File: src/hw/rtl/drag_trajectory_time_of_flight_defines.svh
// assertion macros shared by the time-of-flight rtl
// used by dtof_queue and dtof_back; needs i_clk and i_rst_n in scope
`ifndef DRAG_TRAJECTORY_TIME_OF_FLIGHT_DEFINES_SVH
`define DRAG_TRAJECTORY_TIME_OF_FLIGHT_DEFINES_SVH
`ifndef NO_ASSERTIONS
`define DTOF_ASSERT_IMP(lbl, ante, cons) \
    lbl: assert property (@(posedge i_clk) disable iff (!i_rst_n) (ante) |-> (cons)) \
        else $error("dtof assertion failed");
`define DTOF_ASSERT_NEXT(lbl, ante, cons) \
    lbl: assert property (@(posedge i_clk) disable iff (!i_rst_n) (ante) |=> (cons)) \
        else $error("dtof assertion failed");
`else
`define DTOF_ASSERT_IMP(lbl, ante, cons)
`define DTOF_ASSERT_NEXT(lbl, ante, cons)
`endif
`endif

File: src/hw/rtl/dtof_pkg.sv
// types, codes and constants for the drag trajectory time-of-flight block
// no dependencies
`timescale 1ns / 1ps
package dtof_pkg;

    localparam int Q_DEPTH  = 4;
    localparam int SQRT_LAT = 64;
    localparam int DIV_LAT  = 34;
    localparam int NUM_W    = 84;
    localparam int DEN_W    = 67;

    typedef enum logic [2:0] {
        CFG_DRAG_COEFF = 3'd0,
        CFG_TVEL_X     = 3'd1,
        CFG_TVEL_Y     = 3'd2,
        CFG_TVEL_Z     = 3'd3,
        CFG_SMALL_THR  = 3'd4
    } t_cfg_idx;

    typedef enum logic [1:0] {
        AX_X = 2'd0,
        AX_Y = 2'd1,
        AX_Z = 2'd2
    } t_axis;

    typedef enum logic [1:0] {
        PATH_QUAD  = 2'd0,
        PATH_LIN   = 2'd1,
        PATH_DEGEN = 2'd2
    } t_path;

    typedef struct packed {
        t_axis              axis;
        logic signed [32:0] d;
        logic signed [31:0] v0;
        logic signed [31:0] vi;
        logic               lin;
        logic               opp;
    } t_job;

    typedef struct packed {
        logic  lin;
        logic  degen;
        logic  opp;
        t_axis axis;
    } t_flags;

    typedef struct packed {
        logic signed [65:0] b;
        logic signed [64:0] den;
        logic signed [32:0] d;
        t_flags             f;
    } t_side;

    function automatic logic [32:0] mag33(input logic signed [32:0] v);
        return v[32] ? 33'(-v) : 33'(v);
    endfunction

    function automatic logic is_small(input logic signed [31:0] x, input logic [15:0] thr);
        logic [31:0] m;
        m = x[31] ? 32'(-x) : 32'(x);
        return (x == 32'sd0) || (m < {16'h0, thr});
    endfunction

endpackage

File: src/hw/rtl/dtof_queue.sv
// short fifo of classified jobs between front and back
// depends on dtof_pkg and the assertion macro header
`timescale 1ns / 1ps
`include "drag_trajectory_time_of_flight_defines.svh"
module dtof_queue import dtof_pkg::*; (
    input  logic i_clk,
    input  logic i_rst_n,
    input  logic i_push,
    input  t_job i_job,
    input  logic i_pop,
    output t_job o_job,
    output logic o_full,
    output logic o_empty
);

    localparam int PW = $clog2(Q_DEPTH);

    t_job          r_mem [Q_DEPTH];
    logic [PW-1:0] r_wp;
    logic [PW-1:0] r_rp;
    logic [PW:0]   r_count;

    assign o_full  = (r_count == (PW+1)'(Q_DEPTH));
    assign o_empty = (r_count == '0);
    assign o_job   = r_mem[r_rp];

    always_ff @(posedge i_clk) begin
        if (!i_rst_n) begin
            r_wp    <= '0;
            r_rp    <= '0;
            r_count <= '0;
        end else begin
            if (i_push) r_wp <= r_wp + 1'b1;
            if (i_pop)  r_rp <= r_rp + 1'b1;
            if (i_push && !i_pop)      r_count <= r_count + 1'b1;
            else if (i_pop && !i_push) r_count <= r_count - 1'b1;
        end
    end

    always_ff @(posedge i_clk) begin
        if (i_push) r_mem[r_wp] <= i_job;
    end

    `DTOF_ASSERT_IMP(a_no_push_full, i_push, !o_full)
    `DTOF_ASSERT_IMP(a_no_pop_empty, i_pop, !o_empty)
    `DTOF_ASSERT_NEXT(a_count_up, i_push && !i_pop, r_count == $past(r_count) + 1'b1)

endmodule

File: config.mk
export PLATFORM = sky130hd
export DESIGN_NAME = dtof_queue
export DESIGN_NICKNAME = d
export VERILOG_FILES = /design/src/hw/rtl/dtof_pkg.sv /design/src/hw/rtl/dtof_queue.sv
export VERILOG_INCLUDE_DIRS = /design/src /design/src/hw/rtl
export SDC_FILE = /design/constraint.sdc
export NUM_CORES = 1
export LEC_CHECK = 0
export ABC_AREA = 1
export BUFFER_PORTS_ARGS = -buffer_cell sky130_fd_sc_hd__clkbuf_2
export CORE_MARGIN = 8
export CORE_UTILIZATION = 62
export DETAILED_ROUTE_END_ITERATION = 8
export PLACE_DENSITY = 0.82
export SLEW_MARGIN = 10
export SYNTH_ARGS = -nofsm -noshare
export SYNTH_HDL_FRONTEND = slang
export SYNTH_SLANG_ARGS = --single-unit
export TNS_END_PERCENT = 5
File: constraint.sdc
create_clock -name i_clk -period 8.45 [get_ports i_clk]
set_input_delay 0.4225 -clock i_clk [delete_from_list [all_inputs] [get_ports i_clk]]
set_output_delay 0.4225 -clock i_clk [all_outputs]
set_load 0.02 [all_outputs]
==> results of run 1 <==
==> flip-flops by register name, indices dropped and copies added (netlist names), named ones only <==
register  flops
r_count       3
r_mem       404
r_rp          2
r_wp          2
==> stage by stage <==
| stage | utilization | area, sq um |
|---|---|---|
| 6_report | 0.712 | 18400 |
| 5_1_grt | 0.711 | 18400 |
| 4_1_cts | 0.711 | 18400 |
| 2_1_floorplan | - | 16200 |
| 3_5_place_dp | 0.667 | 17200 |
| 3_3_place_gp | 0.667 | 17200 |
==> cells by family after synthesis <==
family / Yosys count / share of synthesized area
flops: 413 / 0.759
compound gates: 313 / 0.135
simple gates: 220 / 0.0637
buf+inv: 83 / 0.0364
fa+ha+maj: 6 / 0.00509
==> final timing paths <==
kind,start,end,slack [ns],cells past startpoint
worst max-delay path,flip-flop,o_job[27],4.85,5
worst min register to register,r_rp[1],flip-flop,0.45,1
worst min-delay path,i_job[84],r_mem[0][84],0.12,1
worst max register to register,r_wp[0],r_mem[0][54],6.06,5
==> power by group <==
part / internal, mW / switching (mW) / total (mW)
clock network: 0.896 / 0.673 / 1.57
registers: 2.34 / 0.0324 / 2.38
logic: 0.149 / 0.339 / 0.488
total: 3.39 / 1.04 / 4.43
==> cell type report <==
type,count,area [sq um]
antenna,1,2.50
timing repair buffer,216,1100
tap,335,419
fill,1637,7450
clock buffer,55,1090
sequential,413,12300
clock inverter,15,63.8
multi-input combinational,539,3310
inverter,17,80.1
==> metal layers <==
layer | routed length, microns | global-route usage
met1 | 13100 | 0.256
met2 | 16400 | 0.347
met3 | 2240 | 0.0438
met4 | 755 | 0.0709
met5 | 0 | 0
==> cells in the mapped netlist, types with 3 or more instances <==
cell type	n
nor2_1	127
a21oi_1	4
nand2_1	9
clkbuf_1	12
nor2_2	80
o22ai_1	21
buf_6	11
buf_4	3
buf_2	31
inv_1	15
o22ai_2	80
o21ai_1	82
buf_12	9
dfxtp_1	9
ha_1	5
edfxtp_1	404
o21ai_0	126
==> worst register-to-register path, cell delays in order (launching register included) <==
cell and delay, ns:
dfxtp_1 0.32, inv_1 0.12, ha_1 0.15, nand2_1 0.08, inv_4 0.55, buf_4 0.74
==> results by group, run 1 <==
Outcome
  • Status: completed

Power and ir drop
  • VDD IR max: 0.144 mV
  • Power Density: 241 nW/um^2
  • Tot Pwr: 4.43 mW
  • Leakage power: 6.43 nW

Placement
  • RePlAce Congestion: 0.738
  • Final HPWL DP: 18.6 mm
  • Pre-CTS setup slack: 5.38 ns
  • PortBufs: 207
  • Dpl cells: 1520

Route
  • Vias/cell: 5.81
  • First-pass DRT Iterations: 5
  • Starting DRT DRC Count: 760
  • DRC: 0
  • Routed wire length: 32.5 mm
  • Total number of vias: 9251
  • ANT nets after route: 0
  • Routed WL per cell: 20.4 microns

Cells and area
  • Non-Filler Instances: 1591
  • Share of post-route cells with drive strength above 1: 0.344
  • Most frequent cells in the layout: edfxtp_1 (404), clkbuf_2 (207), nor2_1 (127)
  • Final net count: 1338
  • Area growth syn-to-layout: 13.4%
  • Commonest non-fill, non-tap cell in the layout: edfxtp_1

STA
  • Setup ws final: 4.85 ns
  • Max Freq: 278 MHz
  • Count of final max-slew check failures: 0
  • RSZ-0062 raised after global routing: no
  • Hold WS: 0.124 ns
  • Final critical-path share of the clock period: 0.426
  • Worst slew pin tran: 1.07 ns
  • Slew HR: 0.290
  • Fin. Hold Viols: 0
  • Setup tns final: 0 ns
  • Tmin final: 3.60 ns
  • # setup viols final: 0
  • Worst Skew: 0.00657 ns

Logic synthesis
  • Sequential share of the synthesized area: 0.759
  • #FFs+latches synth: 413
  • Syn avg cell area: 15.7 sq um
  • Post-synthesis cell type count: 22
  • Ys async rst share: 0
  • Synth warnings: 0
  • Top cells by area, synth: edfxtp_1 (75%), o22ai_2 (6.2%), o21ai_0 (3.9%), nor2_2 (3.1%), nor2_1 (2.9%)
  • Share of the synthesized area in the top cell type: 0.748
  • Cells after Synth: 1035
  • Main synth FF type: edfxtp_1
  • EDFF count, synth: 404
  • Post-synthesis net count: 1146
  • Area leader, netlist: edfxtp_1
  • Syn Std Cell Area: 16200 sq um

Clocking
  • Clock Pin Slew Worst Setup and Hold Paths: 0.06 ns
  • Clock insertion delay at the later pin of the skew report: 0.51 ns
  • Post-CTS Setup Repair Bufs: 0
  • CTS H-tree depth: 2
  • TritonCTS buffer count: 40
  • Clock sinks: 413
  • CTS tree: done
  • Root Driver: clkbuf_16
  • Post-CTS sizing: 0
  • Max clock buf depth: 3
  • Hold Buf Count CTS: 0

Global routing
  • Overflow after GRT: 0
  • Global-route wire length before repair: 49.9 mm
  • Total global-route track usage: 0.204
  • Largest net degree at the start of global routing: 108
  • Vias in the first global route: 9462
  • Initial antenna violation count: 0

Worst setup path
  • Family with the most delay on the worst path: buffers and inverters
  • Worst EP required: 8.03 ns
  • WP buf/inv: 3
  • Worst path max stage delay: 0.89 ns
  • Cell Chain, Critical Path: inv_6, buf_4, nor2_1, o22ai_2, clkbuf_2
  • CP Max Fanout: 107
  • CP Launch Type: flip-flop
  • CP max-delay cell: buf_4
  • CP Data Arrival Time: 3.18 ns
  • Kind of critical path: reg -> out
  • Critical Path Sink Type: output port

Min path
  • Hold crit path type: in -> reg

Die
  • Die W: 178 microns
  • Row Count: 59
  • Die area: 31600 sq um
  • Die Span Y: 178 microns
  • IO Pins: 208
  • Core Area: 25800 sq um
  • Starting Density: 0.627

Run
  • Max-cap violations: 0
No activity file was read; power rests on OpenSTA's default activity.
==> run 2, diff against run 1 <==
--- a/config.mk
+++ b/config.mk
@@ -9,9 +9,9 @@
 export ABC_AREA = 1
 export BUFFER_PORTS_ARGS = -buffer_cell sky130_fd_sc_hd__clkbuf_2
 export CORE_MARGIN = 8
-export CORE_UTILIZATION = 62
+export CORE_UTILIZATION = 52
 export DETAILED_ROUTE_END_ITERATION = 8
-export PLACE_DENSITY = 0.82
+export PLACE_DENSITY = 0.73
 export SLEW_MARGIN = 10
 export SYNTH_ARGS = -nofsm -noshare
 export SYNTH_HDL_FRONTEND = slang
==> constraint.sdc (replaced) <==
create_clock -name i_clk -period 3.2 [get_ports i_clk]
set_input_delay 0.16 -clock i_clk [delete_from_list [all_inputs] [get_ports i_clk]]
set_output_delay 0.16 -clock i_clk [all_outputs]
set_load 0.02 [all_outputs]
==> results by group, run 2 (synthesis gave the netlist of run 1 again) <==
Worst setup path
  • Kind of critical path: reg -> out (unchanged)
  • CP Launch Type: flip-flop (unchanged)
  • Worst EP required: 3.04 ns (was 8.03 ns)
  • CP Data Arrival Time: 2.46 ns (was 3.18 ns)
  • CP Max Fanout: 84 (was 107)
  • Critical Path Sink Type: output port (unchanged)

Cells and area
  • Commonest non-fill, non-tap cell in the layout: edfxtp_1 (unchanged)
  • Most frequent cells in the layout: edfxtp_1 (404), clkbuf_2 (207), nor2_1 (127) (unchanged)
  • Sequential cell area: 12300 sq um (unchanged)
  • Footprint of the multi-input gates: 3310 sq um (unchanged)
  • Top reg by flops: r_mem (unchanged)
  • Non-Filler Instances: 1776 (was 1591)
  • Area growth syn-to-layout: 22.7% (was 13.4%)
  • Share of post-route cells with drive strength above 1: 0.330 (was 0.344)
  • Fillers: 2162 (was 1637)
  • Largest registers: r_mem (404), r_count (3) (unchanged)
  • Max FFs per register: 404 (unchanged)
  • Final net count: 1457 (was 1338)

Global routing
  • Initial antenna violation count: 1 (was 0)
  • Total global-route track usage: 0.189 (was 0.204)
  • Largest net degree at the start of global routing: 85 (was 108)
  • Vias in the first global route: 10326 (was 9462)
  • Overflow after GRT: 0 (unchanged)
  • Global-route wire length before repair: 54.9 mm (was 49.9 mm)

Power and ir drop
  • Power share of the combinational group: 0.117 (was 0.110)
  • Sequential share of power: 0.504 (was 0.536)
  • Tot Pwr: 12.4 mW (was 4.43 mW)
  • Power Density: 625 nW/um^2 (was 241 nW/um^2)
  • Internal power: 9.47 mW (was 3.39 mW)
  • Clock power share: 0.379 (was 0.354)
  • Sw Share: 0.238 (was 0.236)
  • VDD IR max: 0.663 mV (was 0.144 mV)
  • Leakage power: 7.05 nW (was 6.43 nW)
  • Net switching power: 2.96 mW (was 1.04 mW)

STA
  • # setup viols final: 0 (unchanged)
  • Fin. Hold Viols: 0 (unchanged)
  • RSZ-0062 raised after global routing: no (unchanged)
  • Slew HR: 0.311 (was 0.290)
  • Final critical-path share of the clock period: 0.820
  • Worst slew pin tran: 1.03 ns (was 1.07 ns)
  • Tmin final: 2.62 ns
  • Count of final max-slew check failures: 0 (unchanged)
  • Worst Skew: 0.00606 ns (was 0.00657 ns)
  • Max Freq: 381 MHz
  • Setup ws final: 0.575 ns (was 4.85 ns)
  • Setup tns final: 0 ns (unchanged)

Die
  • Row Count: 64 (was 59)
  • Die area: 37100 sq um (was 31600 sq um)
  • Starting Density: 0.529 (was 0.627)
  • Die W: 193 microns (was 178 microns)
  • Core Area: 30700 sq um (was 25800 sq um)
  • IO Pins: 208 (unchanged)
  • Die Span Y: 193 microns (was 178 microns)

Placement
  • Final HPWL DP: 20.6 mm (was 18.6 mm)
  • Pre-CTS setup slack: 1.14 ns (was 5.38 ns)
  • PortBufs: 207 (unchanged)
  • RePlAce Congestion: 0.736 (was 0.738)
  • Dpl cells: 1593 (was 1520)

Route
  • Routed WL per cell: 20.1 microns (was 20.4 microns)
  • First-pass DRT Iterations: 5 (unchanged)
  • Total number of vias: 9761 (was 9251)
  • Routed wire length: 35.7 mm (was 32.5 mm)
  • Vias/cell: 5.50 (was 5.81)
  • Starting DRT DRC Count: 699 (was 760)
  • ANT nets after route: 0 (unchanged)
  • DRC: 0 (unchanged)

Clocking
  • Max clock buf depth: 3 (unchanged)
  • CTS H-tree depth: 2 (unchanged)
  • Clock Pin Slew Worst Setup and Hold Paths: 0.06 ns (about the same)
  • Hold Buf Count CTS: 104 (was 0)
  • Post-CTS sizing: 0 (unchanged)
  • Root Driver: clkbuf_16 (unchanged)
  • CTS tree: done (unchanged)
  • Clock sinks: 413 (unchanged)
  • Post-CTS Setup Repair Bufs: 0 (unchanged)
  • Clock insertion delay at the later pin of the skew report: 0.52 ns (was 0.51 ns)
  • TritonCTS buffer count: 43 (was 40)

Outcome
  • Status: completed (unchanged)

Min path
  • Hold crit path type: in -> reg (unchanged)

Run
  • Max-cap violations: 0 (unchanged)
## run 2: cell count changes in the layout (fill, tap and decap cells not counted), sizes merged
cell	change
buf	+12
bufinv	+2
clkbuf	+4
clkinvlp	+1
diode	+1
dlygate4sd3	+104
## run 2: worst paths after layout
path                                endpoint       from  slack, ns  depth (start not counted)
worst min-delay path            r_mem[1][87]  i_job[87]       0.39                          2
worst min register to register     flip-flop    r_rp[1]       0.44                          1
worst max register to register  r_mem[2][59]    r_wp[0]       1.29                          5
worst max-delay path               o_job[92]  flip-flop       0.58                          4
## run 2: cell type report
cell class	instances	share of cell area
sequential	413	0.620
multi-input combinational	539	0.166
timing repair buffer	332	0.117
clock buffer	59	0.0603
tap	396	0.0249
clock inverter	18	0.00717
inverter	17	0.00403
antenna	2	0.000252
## run 2: through the flow
step | hold WS [ns] | utilization | cell area (sq um)
after floorplan | 0.259 | - | 16200
after global placement | 0.377 | 0.570 | 17500
after detailed placement | 0.380 | 0.570 | 17500
after CTS | 0.377 | 0.648 | 19900
after global routing | 0.383 | 0.648 | 19900
final | 0.390 | 0.648 | 19900
## run 2: worst max-delay path, cell delays in order (launching register included)
cell	delay, ns
dfxtp_4	0.38
buf_4	0.79
o21ai_0	0.22
o22ai_1	0.29
clkbuf_2	0.23
## run 2: per-layer routing
metal,track usage,vias to the layer above,share of wire
met5,0,-,0
met4,0.0576,0,0.021
met3,0.0374,64,0.064
met2,0.319,307,0.49
met1,0.244,4851,0.42
li1,-,4539,-
## run 2: power groups by stage
stage | combinational, mW | sequential (mW) | clock [mW]
4_1_cts | 1.48 | 6.26 | 4.78
5_1_grt | 1.57 | 6.28 | 5.02
6_report | 1.46 | 6.26 | 4.70
3_3_place_gp | 1.33 | 6.37 | 0
3_5_place_dp | 1.36 | 6.37 | 0
2_1_floorplan | 0.903 | 6.37 | 0
