$ cat config.mk
export PLATFORM = sky130hd
export DESIGN_NAME = dtof_front
export DESIGN_NICKNAME = d
export VERILOG_FILES = /design/src/hw/rtl/drag_trajectory_time_of_flight_defines.svh /design/src/hw/rtl/dtof_pkg.sv /design/src/hw/rtl/dtof_front.sv
export SDC_FILE = /design/constraint.sdc
export NUM_CORES = 1
export LEC_CHECK = 0
export BUFFER_PORTS_ARGS = -buffer_cell sky130_fd_sc_hd__buf_2
export CAP_MARGIN = 5
export CORE_AREA = 2 2 249 251
export DETAILED_ROUTE_END_ITERATION = 10
export DIE_AREA = 0 0 251 253
export GPL_TIMING_DRIVEN = 1
export PLACE_DENSITY_LB_ADDON = 0.08
export SLEW_MARGIN = 20
export SYNTH_ARGS = -nofsm -noshare
export SYNTH_HDL_FRONTEND = slang
export SYNTH_SLANG_ARGS = --single-unit
$ cat constraint.sdc
create_clock -name i_clk -period 31.3 [get_ports i_clk]
set_clock_uncertainty 0.05 [all_clocks]
set_input_delay 6.26 -clock i_clk [delete_from_list [all_inputs] [get_ports i_clk]]
set_output_delay 6.26 -clock i_clk [all_outputs]
set_load 0.01 [all_outputs]
$ cat src/hw/rtl/drag_trajectory_time_of_flight_defines.svh
// assertion macros shared by the time-of-flight rtl
// used by dtof_queue and dtof_back; needs i_clk and i_rst_n in scope
`ifndef DRAG_TRAJECTORY_TIME_OF_FLIGHT_DEFINES_SVH
`define DRAG_TRAJECTORY_TIME_OF_FLIGHT_DEFINES_SVH
`ifndef NO_ASSERTIONS
`define DTOF_ASSERT_IMP(lbl, ante, cons) \
    lbl: assert property (@(posedge i_clk) disable iff (!i_rst_n) (ante) |-> (cons)) \
        else $error("dtof assertion failed");
`define DTOF_ASSERT_NEXT(lbl, ante, cons) \
    lbl: assert property (@(posedge i_clk) disable iff (!i_rst_n) (ante) |=> (cons)) \
        else $error("dtof assertion failed");
`else
`define DTOF_ASSERT_IMP(lbl, ante, cons)
`define DTOF_ASSERT_NEXT(lbl, ante, cons)
`endif
`endif

$ cat src/hw/rtl/dtof_pkg.sv
// types, codes and constants for the drag trajectory time-of-flight block
// no dependencies
`timescale 1ns / 1ps
package dtof_pkg;

    localparam int Q_DEPTH  = 4;
    localparam int SQRT_LAT = 64;
    localparam int DIV_LAT  = 34;
    localparam int NUM_W    = 84;
    localparam int DEN_W    = 67;

    typedef enum logic [2:0] {
        CFG_DRAG_COEFF = 3'd0,
        CFG_TVEL_X     = 3'd1,
        CFG_TVEL_Y     = 3'd2,
        CFG_TVEL_Z     = 3'd3,
        CFG_SMALL_THR  = 3'd4
    } t_cfg_idx;

    typedef enum logic [1:0] {
        AX_X = 2'd0,
        AX_Y = 2'd1,
        AX_Z = 2'd2
    } t_axis;

    typedef enum logic [1:0] {
        PATH_QUAD  = 2'd0,
        PATH_LIN   = 2'd1,
        PATH_DEGEN = 2'd2
    } t_path;

    typedef struct packed {
        t_axis              axis;
        logic signed [32:0] d;
        logic signed [31:0] v0;
        logic signed [31:0] vi;
        logic               lin;
        logic               opp;
    } t_job;

    typedef struct packed {
        logic  lin;
        logic  degen;
        logic  opp;
        t_axis axis;
    } t_flags;

    typedef struct packed {
        logic signed [65:0] b;
        logic signed [64:0] den;
        logic signed [32:0] d;
        t_flags             f;
    } t_side;

    function automatic logic [32:0] mag33(input logic signed [32:0] v);
        return v[32] ? 33'(-v) : 33'(v);
    endfunction

    function automatic logic is_small(input logic signed [31:0] x, input logic [15:0] thr);
        logic [31:0] m;
        m = x[31] ? 32'(-x) : 32'(x);
        return (x == 32'sd0) || (m < {16'h0, thr});
    endfunction

endpackage

$ cat src/hw/rtl/dtof_front.sv
// front end: registers a query, picks the solve axis and classifies the path
// depends on dtof_pkg
`timescale 1ns / 1ps
module dtof_front import dtof_pkg::*; (
    input  logic               i_clk,
    input  logic               i_rst_n,
    input  logic               i_valid,
    output logic               o_stall,
    input  logic signed [31:0] i_start_pos_x,
    input  logic signed [31:0] i_start_pos_y,
    input  logic signed [31:0] i_start_pos_z,
    input  logic signed [31:0] i_start_vel_x,
    input  logic signed [31:0] i_start_vel_y,
    input  logic signed [31:0] i_start_vel_z,
    input  logic signed [31:0] i_target_x,
    input  logic signed [31:0] i_target_y,
    input  logic signed [31:0] i_target_z,
    input  logic signed [31:0] i_now_vel_x,
    input  logic signed [31:0] i_now_vel_y,
    input  logic signed [31:0] i_now_vel_z,
    input  logic signed [31:0] i_drag_coeff,
    input  logic signed [31:0] i_tvel_x,
    input  logic signed [31:0] i_tvel_y,
    input  logic signed [31:0] i_tvel_z,
    input  logic [15:0]        i_small_threshold,
    input  logic               i_q_full,
    output logic               o_push,
    output t_job               o_job
);

    logic               r_fv;
    t_job               r_job;
    t_job               n_job;
    logic signed [32:0] s_dx, s_dy, s_dz;
    logic [32:0]        s_mx, s_my, s_mz;
    logic signed [31:0] s_now;

    assign s_dx = {i_target_x[31], i_target_x} - {i_start_pos_x[31], i_start_pos_x};
    assign s_dy = {i_target_y[31], i_target_y} - {i_start_pos_y[31], i_start_pos_y};
    assign s_dz = {i_target_z[31], i_target_z} - {i_start_pos_z[31], i_start_pos_z};

    always_comb begin
        // displacement first, then launch velocity, then terminal velocity
        if (s_dx != 33'sd0 || s_dy != 33'sd0 || s_dz != 33'sd0) begin
            s_mx = mag33(s_dx);
            s_my = mag33(s_dy);
            s_mz = mag33(s_dz);
        end else if (i_start_vel_x != 32'sd0 || i_start_vel_y != 32'sd0 ||
                     i_start_vel_z != 32'sd0) begin
            s_mx = mag33({i_start_vel_x[31], i_start_vel_x});
            s_my = mag33({i_start_vel_y[31], i_start_vel_y});
            s_mz = mag33({i_start_vel_z[31], i_start_vel_z});
        end else begin
            s_mx = mag33({i_tvel_x[31], i_tvel_x});
            s_my = mag33({i_tvel_y[31], i_tvel_y});
            s_mz = mag33({i_tvel_z[31], i_tvel_z});
        end

        if (s_mx >= s_my && s_mx >= s_mz) n_job.axis = AX_X;
        else if (s_my >= s_mz)            n_job.axis = AX_Y;
        else                              n_job.axis = AX_Z;

        unique case (n_job.axis)
            AX_X: begin
                n_job.d  = s_dx;
                n_job.v0 = i_start_vel_x;
                n_job.vi = i_tvel_x;
                s_now    = i_now_vel_x;
            end
            AX_Y: begin
                n_job.d  = s_dy;
                n_job.v0 = i_start_vel_y;
                n_job.vi = i_tvel_y;
                s_now    = i_now_vel_y;
            end
            default: begin
                n_job.d  = s_dz;
                n_job.v0 = i_start_vel_z;
                n_job.vi = i_tvel_z;
                s_now    = i_now_vel_z;
            end
        endcase

        n_job.lin = is_small(n_job.vi, i_small_threshold) ||
                    is_small(i_drag_coeff, i_small_threshold);
        n_job.opp = (s_now < 32'sd0 && n_job.vi > 32'sd0) ||
                    (s_now > 32'sd0 && n_job.vi < 32'sd0);
    end

    assign o_stall = r_fv && i_q_full;
    assign o_push  = r_fv && !i_q_full;
    assign o_job   = r_job;

    always_ff @(posedge i_clk) begin
        if (!i_rst_n) begin
            r_fv <= 1'b0;
        end else if (!o_stall) begin
            r_fv <= i_valid;
        end
    end

    always_ff @(posedge i_clk) begin
        if (!o_stall && i_valid) begin
            r_job <= n_job;
        end
    end

endmodule

==> impl_results.md, run 1 <==
- Status: complete, no violations
- Slowest stage delay, CP: 0.79 ns
- First-pass GRT wire length: 176,800 µm
- Cells after DPL: 4,871
- Mapped Cells: 3,576
- Max-cap violations: 0
- Clk sink count: 102
- CTS Buf Count: 9
- Vias in the first global route: 27,380
- DR vias: roughly 30,000
- Crit Path Category: in2reg
- DR WL/cell: 25.14 µm
- Synth Flop Type: edfxtp_1
- Worst EP required: 31.49 ns
- Worst Tran Pin Value: 1.109 ns
- Drc violations: 0
- Leak Pwr: 12.98 nW
- Initial antenna violation count: 17
- Achievable Freq: ~53 MHz
- Crit path DAT: roughly 19 ns
- Hold Path Depth: 2
- Hold buffer count at cts: 0
- GPL Wtd Cong: 1.048
- Initial Util: 0.4142
- CP startpoint kind: input pin
- Total GRT Usage: 0.3693
- CTS tree: done
- Pins Over Slew Limit: 0
- First-pass iteration count of the detailed router: 6
- Chip height: 253 µm
- Crit-path max FO: 61
- Slew margin rel.: 0.2418
- Layout area overhead: 15.89%
- #FFs+latches synth: about 100
- Number of H-tree branching levels: 3
- Sequential share of the synthesized area: 0.1208
- Synth warn: 0
- Post-CTS setup buffer count: 0
- Synth Cell Area: 25,280 µm²
- Syn_area_per_cell: 7.069 µm²
- Final wirelength: roughly 120,000 µm
- Non-filler cells, final: between 4,000 and 5,000
- Number of I/O pins: 635
- Post-synth ARST share: 0
- Worst skew pair latency: 0.41 ns
- Root buf cell: clkbuf_16
- Die area: 63,500 µm²
- Final nets: approximately 4,900
- Max Buffers Root-to-Sink: 2
- Die width: 251 µm
- Min Clock Period, post-route: between 15 and 20 ns
- Grt total ovfl: 0
- Final hold vios: 0
- Share of cells above drive strength 1: 0.1894
- Port buffer count: 634
- Final ANT Viol Nets: 0
- Endpoint type of the worst setup path: flip-flop
- Placeable Area: 61,030 µm²
- Netlist cell types: 109
- Unrepaired setup endpoints after global routing: no
- Syn nets: between 4,000 and 5,000
- Post-synth EDFFs: 101
- Worst path slowest cell: nor4_1
- R2R depth: 4
- Detailed Route Iter0 Violations: 3,438
- TNS Setup: 0 ns
- Vias/cell: ~6.2
- Fin crit share: 0.6001
- CTS resizes: 0
- Worst vdd ir: 49.94 µV
- Standard-cell rows: 91
- Reg clk slew, reported paths: approximately 0.090 ns
- Worst Hold Class: reg2reg
- PwrDens: 64.43 nW/µm²
- Setup-failing EPs final: 0
- Final HPWL from detailed placement: 103,700 µm
- Largest net degree at the start of global routing: 68
-- flip-flops by register name (all words and copies together), names as in the netlist --
| name | flops |
|---|---|
| o_job | 101 |
| r_fv | 1 |
-- cells in the mapped netlist, types with 76 or more instances --
cell type,count,area (µm²)
a31oi_1,80,500.5
xor2_1,167,1463
nand2_1,404,1516
or3_1,78,488.0
nand4_1,76,475.5
a21o_1,76,570.6
inv_1,215,807.0
ha_1,235,2940
o21ai_0,313,1567
nor2_1,275,1032
edfxtp_1,101,3033
xnor2_1,164,1436
a21oi_1,266,1331
clkbuf_1,108,405.4
-- cells by family (layout without fill, tap and decap cells) --
group	count (synthesis)	after routing	share of synthesized area
adders and majority gates	240	240	0.1195
muxes	86	86	0.03687
AOI/OAI and AO/OA	1143	1143	0.2891
DFF	102	102	0.1208
other	0	15	0
buffers and inverters	373	894	0.06053
xor gates and xnor gates	331	331	0.1147
and+or+nand+nor	1301	1301	0.2585
-- layer usage --
| metal | vias to the layer above | wire, µm | GRT usage |
|---|---|---|---|
| met5 | - | 25 | 0 |
| met4 | 4 | 6578 | 0.1862 |
| met3 | 263 | 12260 | 0.05942 |
| met2 | 1642 | 55320 | 0.5961 |
| met1 | 14190 | 49060 | 0.4766 |
| li1 | 14310 | - | - |
-- stage by stage --
stage / setup WS, ns / hold slack [ns] / instance area (µm²) / utilization / power, mW
2_1_floorplan: 14.54 / 0.5806 / 25280 / - / 1.208
3_3_place_gp: 12.51 / 0.6119 / 28970 / 0.4746 / 1.720
3_5_place_dp: 12.19 / 0.6178 / 28970 / 0.4746 / 1.709
4_1_cts: 12.57 / 0.6380 / 29260 / 0.4794 / 1.848
5_1_grt: 11.60 / 0.6559 / 29280 / 0.4798 / 2.004
6_report: 12.52 / 0.6329 / 29300 / 0.4801 / 1.888
-- critical path: cells and delay by family --
family	cells	cell delay (ns)
muxes	1	0.36
xor gates and xnor gates	2	0.56
adders and majority gates	3	0.89
and+or+nand+nor	14	2.36
AOI/OAI and AO/OA	26	6.20
buffers and inverters	7	2.26
-- path summary, 6_finish.rpt --
check / start / endpoint / slack, ns
worst max-delay path: i_start_pos_y[6] / o_job[1] / 12.52
worst min-delay path: r_fv / r_fv / 0.63
worst min register to register: r_fv / r_fv / 0.63
worst max register to register: r_fv / o_job[93] / 28.84
-- report_power, final --
group	total [mW]	switching, mW	leakage (nW)	internal, mW
Sequential	0.288	0.0280	0.992	0.260
Clock	0.129	0.0731	0.144	0.0563
Combinational	1.47	0.957	11.8	0.514
-- cells in the final DEF (no fill, tap or decap), types with 46 or more instances in the layout --
| cell type | Yosys | routed |
|---|---|---|
| xnor2_1 | 164 | 164 |
| a21o_1 | 76 | 76 |
| or3_1 | 78 | 78 |
| and2_1 | 48 | 48 |
| or4_1 | 46 | 46 |
| nor4_1 | 59 | 58 |
| nand2_1 | 404 | 404 |
| nor3_1 | 72 | 72 |
| buf_2 | 22 | 634 |
| o21a_1 | 50 | 50 |
| o211ai_1 | 49 | 49 |
| nor2_1 | 275 | 274 |
| o21ai_0 | 313 | 313 |
| nand4_1 | 76 | 76 |
| a31oi_1 | 80 | 80 |
| o31ai_1 | 69 | 69 |
| inv_1 | 215 | 215 |
| a21oi_1 | 266 | 266 |
| nand3_1 | 57 | 57 |
| xor2_1 | 167 | 167 |
| ha_1 | 235 | 235 |
| edfxtp_1 | 101 | 101 |
-- cell type report --
cell class	count	area [µm²]
clock inverter	7	68.82
sequential	102	3053
fill	6457	31730
timing repair buffer	661	3376
antenna	15	37.54
multi-input combinational	3101	20730
tap	790	988.4
inverter	217	814.5
clock buffer	9	225.2
No activity file was read; power rests on OpenSTA's default activity.
==> inputs of run 2 (changes only) <==
--- a/config.mk
+++ b/config.mk
@@ -7,9 +7,9 @@
 export LEC_CHECK = 0
 export BUFFER_PORTS_ARGS = -buffer_cell sky130_fd_sc_hd__buf_2
 export CAP_MARGIN = 5
-export CORE_AREA = 2 2 249 251
+export CORE_AREA = 2 2 248 250
 export DETAILED_ROUTE_END_ITERATION = 10
-export DIE_AREA = 0 0 251 253
+export DIE_AREA = 0 0 250 252
 export GPL_TIMING_DRIVEN = 1
 export PLACE_DENSITY_LB_ADDON = 0.08
 export SLEW_MARGIN = 20
==> constraint.sdc (replaced) <==
create_clock -name i_clk -period 19.55 [get_ports i_clk]
set_clock_uncertainty 0.05 [all_clocks]
set_input_delay 3.91 -clock i_clk [delete_from_list [all_inputs] [get_ports i_clk]]
set_output_delay 3.91 -clock i_clk [all_outputs]
set_load 0.01 [all_outputs]
==> impl_results.md, run 2 (synthesis gave the netlist of run 1 again) <==
- GPL Wtd Cong: 1.040 (-0.78%)
- Status: complete, no violations
- Detailed Route Iter0 Violations: 3,255 (-5.3%)
- Die area: 63,000 µm² (-0.79%)
- Crit path DAT: 16.30 ns (-2.67 ns)
- CTS Buf Count: 9 (unchanged)
- Worst path most repeated cell: o21ai_0
- First-pass iteration count of the detailed router: 6 (unchanged)
- Worst Hold Class: reg2reg
- WP buf/inv: 4 (-3)
- Crit-path max FO: 41 (-33%)
- PwrDens: 102.4 nW/µm² (+59%)
- TNS Setup: 0 ns (unchanged)
- Number of I/O pins: 635 (unchanged)
- Most frequent cells in the layout: buf_2 (634), nand2_1 (404), o21ai_0 (313)
- Final hold slack: 0.6153 ns (-0.01758 ns)
- Commonest non-fill, non-tap cell in the layout: buf_2
- Worst vdd ir: 61.88 µV (+24%)
- Max Buffers Root-to-Sink: 2 (unchanged)
- Vias in the first global route: 27,610 (+0.83%)
- Total GRT Usage: 0.3676 (-0.001676)
- Final ANT Viol Nets: 0 (unchanged)
- Share of cells above drive strength 1: 0.1898 (+0.0004418)
- Vias/cell: 6.220 (+0.29%)
- Fin crit share: 0.8241
- Largest net degree at the start of global routing: 68 (unchanged)
- Slowest stage delay, CP: 0.80 ns (about the same)
- Worst Tran Pin Value: 1.092 ns (-0.01714 ns)
- Clk sink count: 102 (unchanged)
- CTS resizes: 0 (unchanged)
- Final hold vios: 0 (unchanged)
- Worst EP required: 19.74 ns (-11.75 ns)
- Cells after DPL: 4,865 (-0.12%)
- Leak Pwr: 12.98 nW (about the same)
- Worst path slowest cell: nor2_2
- Die width: 250 µm (-0.40%)
- Unrepaired setup endpoints after global routing: no
- CP startpoint kind: input pin
- Place WS: 3.059 ns (-9.126 ns)
- Post-CTS setup buffer count: 0 (unchanged)
- Family with the most delay on the worst path: compound AO/OA/AOI/OAI gates
- Worst skew pair latency: 0.40 ns (about the same)
- Standard-cell rows: 90 (-1.1%)
- Initial antenna violation count: 23 (+6)
- Layout area overhead: 15.85% (about the same)
- Hold buffer count at cts: 0 (unchanged)
- Cell Area, Placed: 28,970 µm² (about the same)
- Max-cap violations: 0 (unchanged)
- Final wirelength: 122,100 µm (-0.92%)
- Number of flip-flops in the largest register: 101 (unchanged)
- Initial Util: 0.4204 (+0.006171)
- Pins Over Slew Limit: 0 (unchanged)
- Final worst setup slack: 3.438 ns (-9.079 ns)
- Achievable Freq: 62.07 MHz
- Slew margin rel.: 0.2679 (+0.02615)
- DR vias: 30,450 (+0.15%)
- Port buffer count: 634 (unchanged)
- Root buf cell: clkbuf_16
- Crit Path Category: in2reg
- Non-filler cells, final: 4,895 (-0.14%)
- DR WL/cell: 24.95 µm (-0.78%)
- First-pass GRT wire length: 175,900 µm (-0.53%)
- Chip height: 252 µm (-0.40%)
- Reg clk slew, reported paths: 0.09 ns (about the same)
- Final HPWL from detailed placement: 102,700 µm (-0.91%)
- Fin area: 29,290 µm² (about the same)
- Post-Route Utilization: 0.4871 (+0.006986)
- Setup-failing EPs final: 0 (unchanged)
- Endpoint type of the worst setup path: flip-flop
- Drc violations: 0 (unchanged)
- Grt total ovfl: 0 (unchanged)
- Fillers: 6,335 (-1.9%)
- Final nets: 4,864 (+0.041%)
- PnR Total Power: 2.999 mW (+59%)
- Number of H-tree branching levels: 3 (unchanged)
- Min Clock Period, post-route: 16.11 ns
- CTS tree: done
- Placeable Area: 60,130 µm² (-1.5%)
[run 2: cell types whose count changed in the layout (fill, tap and decap cells not counted), sizes merged]
cell and change:
buf +2, clkinv -2, clkinvlp +1
[run 2: layout make-up]
class	instances	area, µm²	area share
repair buffers	663	3391	0.1158
multi-input cells	3101	20730	0.7080
inverters	217	814.5	0.02781
clock inverters	6	53.80	0.001837
well taps	782	978.4	0.03341
clock buffers	9	225.2	0.007690
flip-flops and latches	102	3053	0.1042
diodes	15	37.54	0.001282
[run 2: power by group]
part / switching (mW) / internal (mW) / leakage, nW
Combinational: 1.51 / 0.822 / 11.9
Sequential: 0.0568 / 0.417 / 0.992
Clock: 0.108 / 0.0882 / 0.134
[run 2: path summary, 6_finish.rpt]
path | from | to | slack [ns] | cells past startpoint
hold / removal | r_fv | r_fv | 0.62 | 2
setup / recovery | i_start_pos_y[6] | o_job[1] | 3.44 | 48
setup reg to reg | r_fv | o_job[76] | 17.12 | 4
hold reg to reg | r_fv | r_fv | 0.62 | 2
[run 2: metal layers]
metal | GRT usage | vias to the layer above | part of all wire | wire (µm)
li1 | - | 14300 | - | -
met1 | 0.4725 | 14310 | 0.41 | 49960
met2 | 0.5901 | 1559 | 0.44 | 54130
met3 | 0.07067 | 261 | 0.094 | 11520
met4 | 0.1802 | 14 | 0.053 | 6427
met5 | 0 | - | 0.00066 | 80
[run 2: tightest hold or removal path, stage by stage (launching register included)]
cell,delay [ns]
dfxtp_1,0.32
and2_1,0.20
o21a_1,0.12
